## config.mk

```make
export PLATFORM = sky130hd
export DESIGN_NAME = dual_record_odometer_store
export DESIGN_NICKNAME = d
export VERILOG_FILES = /design/src/rtl/dros_pkg.sv /design/src/rtl/dual_record_odometer_store.sv
export SDC_FILE = /design/constraint.sdc
export NUM_CORES = 2
export LEC_CHECK = 0
export BUFFER_PORTS_ARGS = -buffer_cell sky130_fd_sc_hd__buf_4
export CELL_PAD_IN_SITES_DETAIL_PLACEMENT = 0
export CELL_PAD_IN_SITES_GLOBAL_PLACEMENT = 1
export CORE_MARGIN = 1
export CORE_UTILIZATION = 52
export CTS_BUF_LIST = sky130_fd_sc_hd__clkbuf_16
export DETAILED_ROUTE_END_ITERATION = 7
export GPL_ROUTABILITY_DRIVEN = 0
export GPL_TIMING_DRIVEN = 1
export HOLD_SLACK_MARGIN = 0.08
export PLACE_DENSITY_LB_ADDON = 0.12
export SYNTH_ARGS = -nofsm -noshare
export SYNTH_HDL_FRONTEND = slang
export SYNTH_SLANG_ARGS = --single-unit
```

## constraint.sdc

```tcl
create_clock -name clock -period 15.08 [get_ports clock]
set_clock_uncertainty 0.1 [all_clocks]
set_input_delay 0.754 -clock clock [delete_from_list [all_inputs] [get_ports clock]]
set_output_delay 0.754 -clock clock [all_outputs]
set_load 0.05 [all_outputs]
```

## src/rtl/dros_pkg.sv

```systemverilog
package dros_pkg;

   // stream widths, tdata padded to whole bytes
   localparam int REQ_DATA_W = 184;
   localparam int REQ_USER_W = 1;
   localparam int RSP_DATA_W = 112;
   localparam int RSP_USER_W = 2;

   // operation selector
   localparam logic OP_INIT   = 1'b0;
   localparam logic OP_UPDATE = 1'b1;

   // record targets
   localparam logic TARGET_PRIMARY = 1'b0;
   localparam logic TARGET_BACKUP  = 1'b1;

   // recovery status codes
   localparam logic [1:0] STATUS_BOTH_VALID      = 2'd0;
   localparam logic [1:0] STATUS_BACKUP_REBUILT  = 2'd1;
   localparam logic [1:0] STATUS_PRIMARY_REBUILT = 2'd2;
   localparam logic [1:0] STATUS_BOTH_RESET      = 2'd3;

   // miles to feet in q16.16
   localparam int           FEET_W        = 32;
   localparam int           SCALED_W      = 45;
   localparam int           FRAC_W        = 16;
   localparam logic [12:0]  MILE_FEET     = 13'd5280;
   localparam logic [15:0]  ROUND_HALF    = 16'h8000;

   // crc-8, poly 0x07, init 0, msb first per byte
   localparam logic [7:0] CRC_POLY  = 8'h07;
   localparam int         CRC_MSG_W = 64;

   typedef struct packed {
      logic        write_enable;
      logic        write_target;
      logic [31:0] write_reading;
      logic [31:0] write_version;
      logic [7:0]  write_check;
      logic [1:0]  recovery_status;
      logic [31:0] odometer_feet;
      logic        final_result;
   } result_type;

   // bit-serial crc over the record bytes, reading first, little-endian
   function automatic logic [7:0] crc_serial(input logic [CRC_MSG_W-1:0] msg);
      logic [7:0] crc;
      crc = '0;
      for (int i = 0; i < CRC_MSG_W / 8; i++) begin
         crc = crc ^ msg[8*i +: 8];
         for (int k = 0; k < 8; k++) begin
            crc = crc[7] ? ({crc[6:0], 1'b0} ^ CRC_POLY) : {crc[6:0], 1'b0};
         end
      end
      return crc;
   endfunction

   // contribution of each message bit, worked out at elaboration
   function automatic logic [CRC_MSG_W-1:0][7:0] crc_weight_table();
      logic [CRC_MSG_W-1:0][7:0] tbl;
      for (int j = 0; j < CRC_MSG_W; j++) begin
         tbl[j] = crc_serial(CRC_MSG_W'(1) << j);
      end
      return tbl;
   endfunction

   localparam logic [CRC_MSG_W-1:0][7:0] CRC_WEIGHT = crc_weight_table();

   // crc is linear with zero init: xor of per-bit weights, one flat tree
   function automatic logic [7:0] record_crc(input logic [31:0] reading,
                                             input logic [31:0] version);
      logic [CRC_MSG_W-1:0] msg;
      logic [7:0]           crc;
      msg = {version, reading};
      crc = '0;
      for (int j = 0; j < CRC_MSG_W; j++) begin
         if (msg[j]) begin
            crc = crc ^ CRC_WEIGHT[j];
         end
      end
      return crc;
   endfunction

endpackage

```

## src/rtl/dual_record_odometer_store.sv

```systemverilog
// dual-copy odometer record store: keeps a primary and a backup record (feet, version,
// crc-8 over the 8 little-endian bytes) and emits the storage writes that keep them sound.
// an init word (tuser 0) checks the two records read from storage and repairs them: one
// result word, or two (primary then backup) when both records are bad. an update word
// (tuser 1) converts q16.16 miles to rounded feet, rolls primary into backup on a change
// and, on the first stop after motion with a change pending, writes backup then primary.
// each accepted word goes into an input register, is worked in combinational logic (one
// 32x13 multiply, a compare and a crc xor tree) and lands in a two-word result buffer.
// the buffer drains one word per cycle while rsp_tready is high; the next word moves on
// once it is empty or its last word is leaving. tlast marks the last result of a word.
module dual_record_odometer_store (
   input  logic                               clock,
   input  logic                               reset,
   // request stream
   input  logic                               req_tvalid,
   output logic                               req_tready,
   // tdata from bit 0: stored_primary_reading, stored_primary_version,
   // stored_primary_check, stored_backup_reading, stored_backup_version,
   // stored_backup_check, moving, distance_miles, zero pad
   input  logic [dros_pkg::REQ_DATA_W-1:0]    req_tdata,
   // tuser from bit 0: operation
   input  logic [dros_pkg::REQ_USER_W-1:0]    req_tuser,
   // response stream
   output logic                               rsp_tvalid,
   input  logic                               rsp_tready,
   // tdata from bit 0: write_reading, write_version, write_check,
   // recovery_status, odometer_feet, zero pad
   output logic [dros_pkg::RSP_DATA_W-1:0]    rsp_tdata,
   // tuser from bit 0: write_enable, write_target
   output logic [dros_pkg::RSP_USER_W-1:0]    rsp_tuser,
   // last result word of the request word
   output logic                               rsp_tlast
);
   import dros_pkg::*;

   // input register
   logic        in_valid_ff, in_valid_in;
   logic        op_ff;
   logic [31:0] sp_reading_ff, sp_version_ff, sb_reading_ff, sb_version_ff;
   logic [7:0]  sp_check_ff, sb_check_ff;
   logic        moving_ff;
   logic [31:0] miles_ff;

   // record state
   logic [31:0] primary_reading_ff, primary_reading_in;
   logic [31:0] primary_version_ff, primary_version_in;
   logic [7:0]  primary_check_ff, primary_check_in;
   logic [31:0] backup_reading_ff, backup_reading_in;
   logic [31:0] backup_version_ff, backup_version_in;
   logic [7:0]  backup_check_ff, backup_check_in;
   logic        moved_since_save_ff, moved_since_save_in;
   logic        save_pending_ff, save_pending_in;

   // result buffer: head is on the port, tail waits behind it
   result_type  head_ff, head_in;
   result_type  tail_ff, tail_in;
   logic [1:0]  count_ff, count_in;

   logic        advance;
   logic        pop;
   logic        accept;

   // datapath for the word in the input register
   logic [SCALED_W-1:0] scaled;
   logic [FEET_W-1:0]   feet;
   logic [31:0]         bumped_version;
   logic                primary_ok, backup_ok;
   result_type          res0, res1;
   logic [1:0]          res_count;

   // handshakes
   assign pop        = (count_ff != 2'd0) && rsp_tready;
   assign advance    = in_valid_ff && ((count_ff == 2'd0) || ((count_ff == 2'd1) && rsp_tready));
   assign req_tready = !in_valid_ff || advance;
   assign accept     = req_tvalid && req_tready;

   assign in_valid_in = accept || (in_valid_ff && !advance);

   // rounded feet: (miles * 5280 + half) >> 16
   assign scaled = SCALED_W'(miles_ff) * SCALED_W'(MILE_FEET) + SCALED_W'(ROUND_HALF);
   assign feet   = FEET_W'(scaled[SCALED_W-1:FRAC_W]);

   assign bumped_version = primary_version_ff + 32'd1;
   assign primary_ok     = record_crc(sp_reading_ff, sp_version_ff) == sp_check_ff;
   assign backup_ok      = record_crc(sb_reading_ff, sb_version_ff) == sb_check_ff;

   always_comb begin
      primary_reading_in  = primary_reading_ff;
      primary_version_in  = primary_version_ff;
      primary_check_in    = primary_check_ff;
      backup_reading_in   = backup_reading_ff;
      backup_version_in   = backup_version_ff;
      backup_check_in     = backup_check_ff;
      moved_since_save_in = moved_since_save_ff;
      save_pending_in     = save_pending_ff;
      res0                = '0;
      res1                = '0;
      res0.final_result   = 1'b1;
      res1.final_result   = 1'b1;
      res_count           = 2'd1;

      if (op_ff == OP_INIT) begin
         if (primary_ok && backup_ok) begin
            // keep the newer copy, primary wins ties, nothing written
            if (sp_version_ff >= sb_version_ff) begin
               primary_reading_in = sp_reading_ff;
               primary_version_in = sp_version_ff;
               primary_check_in   = sp_check_ff;
            end else begin
               primary_reading_in = sb_reading_ff;
               primary_version_in = sb_version_ff;
               primary_check_in   = sb_check_ff;
            end
            backup_reading_in      = primary_reading_in;
            backup_version_in      = primary_version_in;
            backup_check_in        = primary_check_in;
            res0.recovery_status   = STATUS_BOTH_VALID;
         end else if (primary_ok) begin
            primary_reading_in     = sp_reading_ff;
            primary_version_in     = sp_version_ff;
            primary_check_in       = sp_check_ff;
            backup_reading_in      = sp_reading_ff;
            backup_version_in      = sp_version_ff;
            backup_check_in        = sp_check_ff;
            res0.write_enable      = 1'b1;
            res0.write_target      = TARGET_BACKUP;
            res0.write_reading     = sp_reading_ff;
            res0.write_version     = sp_version_ff;
            res0.write_check       = sp_check_ff;
            res0.recovery_status   = STATUS_BACKUP_REBUILT;
         end else if (backup_ok) begin
            primary_reading_in     = sb_reading_ff;
            primary_version_in     = sb_version_ff;
            primary_check_in       = sb_check_ff;
            backup_reading_in      = sb_reading_ff;
            backup_version_in      = sb_version_ff;
            backup_check_in        = sb_check_ff;
            res0.write_enable      = 1'b1;
            res0.write_target      = TARGET_PRIMARY;
            res0.write_reading     = sb_reading_ff;
            res0.write_version     = sb_version_ff;
            res0.write_check       = sb_check_ff;
            res0.recovery_status   = STATUS_PRIMARY_REBUILT;
         end else begin
            // both bad: all-zero records, crc of zeros is zero
            primary_reading_in     = '0;
            primary_version_in     = '0;
            primary_check_in       = record_crc('0, '0);
            backup_reading_in      = '0;
            backup_version_in      = '0;
            backup_check_in        = primary_check_in;
            res0.write_enable      = 1'b1;
            res0.write_target      = TARGET_PRIMARY;
            res0.write_check       = primary_check_in;
            res0.recovery_status   = STATUS_BOTH_RESET;
            res0.final_result      = 1'b0;
            res1.write_enable      = 1'b1;
            res1.write_target      = TARGET_BACKUP;
            res1.write_check       = primary_check_in;
            res1.recovery_status   = STATUS_BOTH_RESET;
            res_count              = 2'd2;
         end
      end else begin
         // new distance: old primary rolls into backup, version bumps
         if (feet != primary_reading_ff) begin
            backup_reading_in  = primary_reading_ff;
            backup_version_in  = primary_version_ff;
            backup_check_in    = primary_check_ff;
            primary_reading_in = feet;
            primary_version_in = bumped_version;
            primary_check_in   = record_crc(feet, bumped_version);
            save_pending_in    = 1'b1;
         end
         if (!moving_ff && moved_since_save_ff && save_pending_in) begin
            // first stop after motion: backup write, then primary write
            moved_since_save_in = 1'b0;
            save_pending_in     = 1'b0;
            res0.write_enable   = 1'b1;
            res0.write_target   = TARGET_BACKUP;
            res0.write_reading  = backup_reading_in;
            res0.write_version  = backup_version_in;
            res0.write_check    = backup_check_in;
            res0.final_result   = 1'b0;
            res1.write_enable   = 1'b1;
            res1.write_target   = TARGET_PRIMARY;
            res1.write_reading  = primary_reading_in;
            res1.write_version  = primary_version_in;
            res1.write_check    = primary_check_in;
            res_count           = 2'd2;
         end else if (moving_ff) begin
            moved_since_save_in = 1'b1;
         end
      end

      res0.odometer_feet = primary_reading_in;
      res1.odometer_feet = primary_reading_in;
   end

   // result buffer next state
   always_comb begin
      head_in  = head_ff;
      tail_in  = tail_ff;
      count_in = count_ff;
      if (advance) begin
         head_in  = res0;
         tail_in  = res1;
         count_in = res_count;
      end else if (pop) begin
         head_in  = tail_ff;
         count_in = count_ff - 2'd1;
      end
   end

   // control and record state
   always_ff @(posedge clock) begin
      if (reset) begin
         in_valid_ff         <= 1'b0;
         count_ff            <= 2'd0;
         primary_reading_ff  <= '0;
         primary_version_ff  <= '0;
         primary_check_ff    <= '0;
         backup_reading_ff   <= '0;
         backup_version_ff   <= '0;
         backup_check_ff     <= '0;
         moved_since_save_ff <= 1'b0;
         save_pending_ff     <= 1'b0;
      end else begin
         in_valid_ff <= in_valid_in;
         count_ff    <= count_in;
         if (advance) begin
            primary_reading_ff  <= primary_reading_in;
            primary_version_ff  <= primary_version_in;
            primary_check_ff    <= primary_check_in;
            backup_reading_ff   <= backup_reading_in;
            backup_version_ff   <= backup_version_in;
            backup_check_ff     <= backup_check_in;
            moved_since_save_ff <= moved_since_save_in;
            save_pending_ff     <= save_pending_in;
         end
      end
   end

   // payload registers
   always_ff @(posedge clock) begin
      if (accept) begin
         op_ff         <= req_tuser[0];
         sp_reading_ff <= req_tdata[31:0];
         sp_version_ff <= req_tdata[63:32];
         sp_check_ff   <= req_tdata[71:64];
         sb_reading_ff <= req_tdata[103:72];
         sb_version_ff <= req_tdata[135:104];
         sb_check_ff   <= req_tdata[143:136];
         moving_ff     <= req_tdata[144];
         miles_ff      <= req_tdata[176:145];
      end
      head_ff <= head_in;
      tail_ff <= tail_in;
   end

   // response port
   assign rsp_tvalid = (count_ff != 2'd0);
   assign rsp_tdata  = {6'd0, head_ff.odometer_feet, head_ff.recovery_status,
                        head_ff.write_check, head_ff.write_version, head_ff.write_reading};
   assign rsp_tuser  = {head_ff.write_target, head_ff.write_enable};
   assign rsp_tlast  = head_ff.final_result;

endmodule

```

==> metrics <==
share of cells above drive strength 1 12.54%; die height 263.1 um; largest net degree at the start of global routing 108; Setup TNS 0 ns; Seq cells post-synth 543; area growth from synthesis to layout 12.91%; Post-Synthesis Cell Area 35460 um^2; Overall Global Routing Usage 31.90%; Reg clk slew, reported paths 0.07 ns; post_cts resized 0; Data arrival, critical path 10.80 ns; CP startpoint miles_ff[5]$_DFFE_PP_; Tmin final 10.53 ns; Final ANT Viol Nets 0; max-slew violation count 0; Mapped Avg Cell Area 9.917 um^2; Vias 28570; CTS Buffer Depth 3; Root Buffer clkbuf_16; post-synth top area cell edfxtp_1; routed vias/inst 6.119; clk sinks 543; Initial Util 52.71%; sequential area share after synthesis 41.77%; R2R depth 27; Congestion Overflow GR 0; first-pass GRT wire length 167000 um; RSZ-0062 raised after global routing no; initial antenna violation count 2; vias in the first global route 26640; status finished, final reports clean; worst min path class input pin to register; ys async rst share 0%; total CTS buffers 59; reg-to-reg critical path endpoint rsp_tdata[64]$_DFFE_PP_; PortBufs 292; FP Rows 95; unique cell type count in the Yosys netlist 97; Rel. slew slack 17.41%; Post-Synthesis Cells 3576; CTS tree yes; Crit Path Category register to register; Clk Latency, worst-skew pair 0.64 ns; IO Pins 306; Final Hold Fails 0; actual slew at the worst max-slew pin 1.239 ns; Initial DRT Pass Iterations 6; Critical Path Start Type register; ANT cells 0; largest cells by area after synthesis edfxtp_1 33%, xnor2_1 9.7%, dfxtp_1 8.4%; crit-path max FO 62; WL final 113400 um; CORE AREA 67280 um^2; Post-CTS Setup Bufs 0; # setup viols final 0; final-stage net count 4137; HPWL after DPL 85670 um; final period utilization 69.86%; Post-synth EDFFs 394; ys flop type edfxtp_1; drc violations 0; die width 263.1 um; reg2reg start miles_ff[5]$_DFFE_PP_; CTS Hold Bufs 0; H-tree depth 2; YS warnings 0; Crit. End Element register; max-cap violations 0; hold path endpoint sp_version_ff[5]$_DFFE_PP_; hold_sp req_tdata[37]; Die ar. 69250 um^2; initial DRC count 3354; Data required, critical path 15.34 ns; Yosys top cell area share 33.36%; Hold Path Stages 1; DR WL/cell 24.28 um; Reg2Reg Setup Slack 4.55 ns; fmax 94.92 MHz
==> stage by stage <==
| stage | cells | utilization [%] | setup WS (ns) | hold WS [ns] | area [um^2] |
|---|---|---|---|---|---|
| after floorplan | 3584 | - | 7.395 | 0.3447 | 35490 |
| after global placement | 4558 | 56.57 | 4.789 | 0.3559 | 38060 |
| after detailed placement | 4558 | 56.57 | 4.701 | 0.3626 | 38060 |
| after CTS | 4669 | 59.51 | 4.673 | 0.1541 | 40040 |
| after global routing | 4669 | 59.51 | 4.136 | 0.1725 | 40040 |
| final | 4669 | 59.51 | 4.545 | 0.1818 | 40040 |
==> cells by family (layout without fill, tap and decap cells) <==
family,Yosys count,in the layout,share of synthesized area (%)
xor gates and xnor gates,524,524,13.94
and+or+nand+nor,880,880,11.56
other,1,9,0.01057
buffers and inverters,432,644,5.084
adders and majority gates,202,202,8.249
DFF,543,543,41.77
AOI/OAI and AO/OA,863,863,15.51
muxes,131,131,3.863
==> worst max-delay path by stage <==
| stage | slack (ns) | endpoint |
|---|---|---|
| after global placement | 4.79 | rsp_tdata[68]$_DFFE_PP_ |
| after global routing | 4.14 | rsp_tdata[68]$_DFFE_PP_ |
| after CTS | 4.67 | rsp_tdata[64]$_DFFE_PP_ |
| after floorplan | 7.39 | rsp_tdata[24]$_DFFE_PP_ |
| final | 4.55 | rsp_tdata[64]$_DFFE_PP_ |
| after detailed placement | 4.70 | rsp_tdata[64]$_DFFE_PP_ |
==> layer usage <==
layer,up-vias,part of all wire (%),GRT usage [%]
met5,-,0,0
met4,0,3.7,11.38
met3,202,10,6.220
met2,1454,40,44.29
met1,13850,45,48.83
li1,13070,-,-
==> synthesized netlist by cell type (all sizes together) (14+ instances only) <==
cell type / count
edfxtp: 394
xnor2: 392
nor2: 344
a21oi: 248
nand2: 235
inv: 209
o21ai: 173
clkbuf: 168
dfxtp: 149
ha: 149
xor2: 107
a31oi: 92
mux2i: 84
a22oi: 78
o21a: 62
buf: 55
fa: 53
nor3: 50
mux2: 47
a21o: 42
nand3: 39
a221o: 38
and3: 37
nand4: 37
o22ai: 28
or3: 25
xnor3: 22
nand2b: 20
o211ai: 17
nor2b: 16
and2: 14
==> flip-flops by register name (all words and copies together), names as in the netlist, 32 cells and up <==
name and count:
backup_reading_ff 32, backup_version_ff 32, miles_ff 32, primary_reading_ff 32
primary_version_ff 32, rsp_tdata 106, sb_reading_ff 32, sb_version_ff 32
sp_reading_ff 32, sp_version_ff 32, tail_ff 107
==> cell type report <==
class	instances	area, um^2
clock buffer	60	1501
clock inverter	51	480.5
inverter	209	794.5
tap	873	1092
multi-input combinational	2609	18920
fill	5674	27240
sequential	543	14810
timing repair buffer	324	2432
==> layout by cell type (no fill, tap or decap), types with 12 or more instances in the layout <==
master and count:
edfxtp_1 394, xnor2_1 391, nor2_1 339, buf_4 324, a21oi_1 246, nand2_1 234, inv_1 216, o21ai_0 156
ha_1 149, dfxtp_1 149, xor2_1 107, a31oi_1 92, mux2i_1 84, a22oi_1 78, o21a_1 62, clkbuf_16 60
fa_1 53, nor3_1 48, a21o_1 42, a221o_1 38, and3_1 37, nand3_1 37, nand4_1 35, mux2_1 31
o22ai_1 28, or3_1 25, xnor3_1 22, nand2b_1 19, o211ai_1 17, o21ai_1 17, mux2_2 16, nor2b_1 15
nor4_1 12
==> critical path: stages (launching register included) <==
cell	delay (ns)
edfxtp_1	0.47
ha_1	0.33
fa_1	0.48
inv_1	0.05
fa_1	0.47
inv_1	0.04
ha_1	0.26
ha_1	0.40
a21o_1	0.25
o31a_1	0.35
nor2_1	0.15
ha_1	0.27
inv_1	0.11
a2111oi_2	0.58
nand3b_1	0.41
and3_1	0.31
a2111oi_0	0.57
o2111ai_1	0.22
nor4b_1	0.61
nand4_1	0.23
or4_1	0.53
buf_4	0.24
nor2_4	0.44
buf_4	0.82
buf_4	0.72
mux2i_1	0.26
nor2_1	0.08
a221o_1	0.45
Power is not shown: default switching activity piles up to over one toggle a cycle in this logic, so the estimate is an artifact.
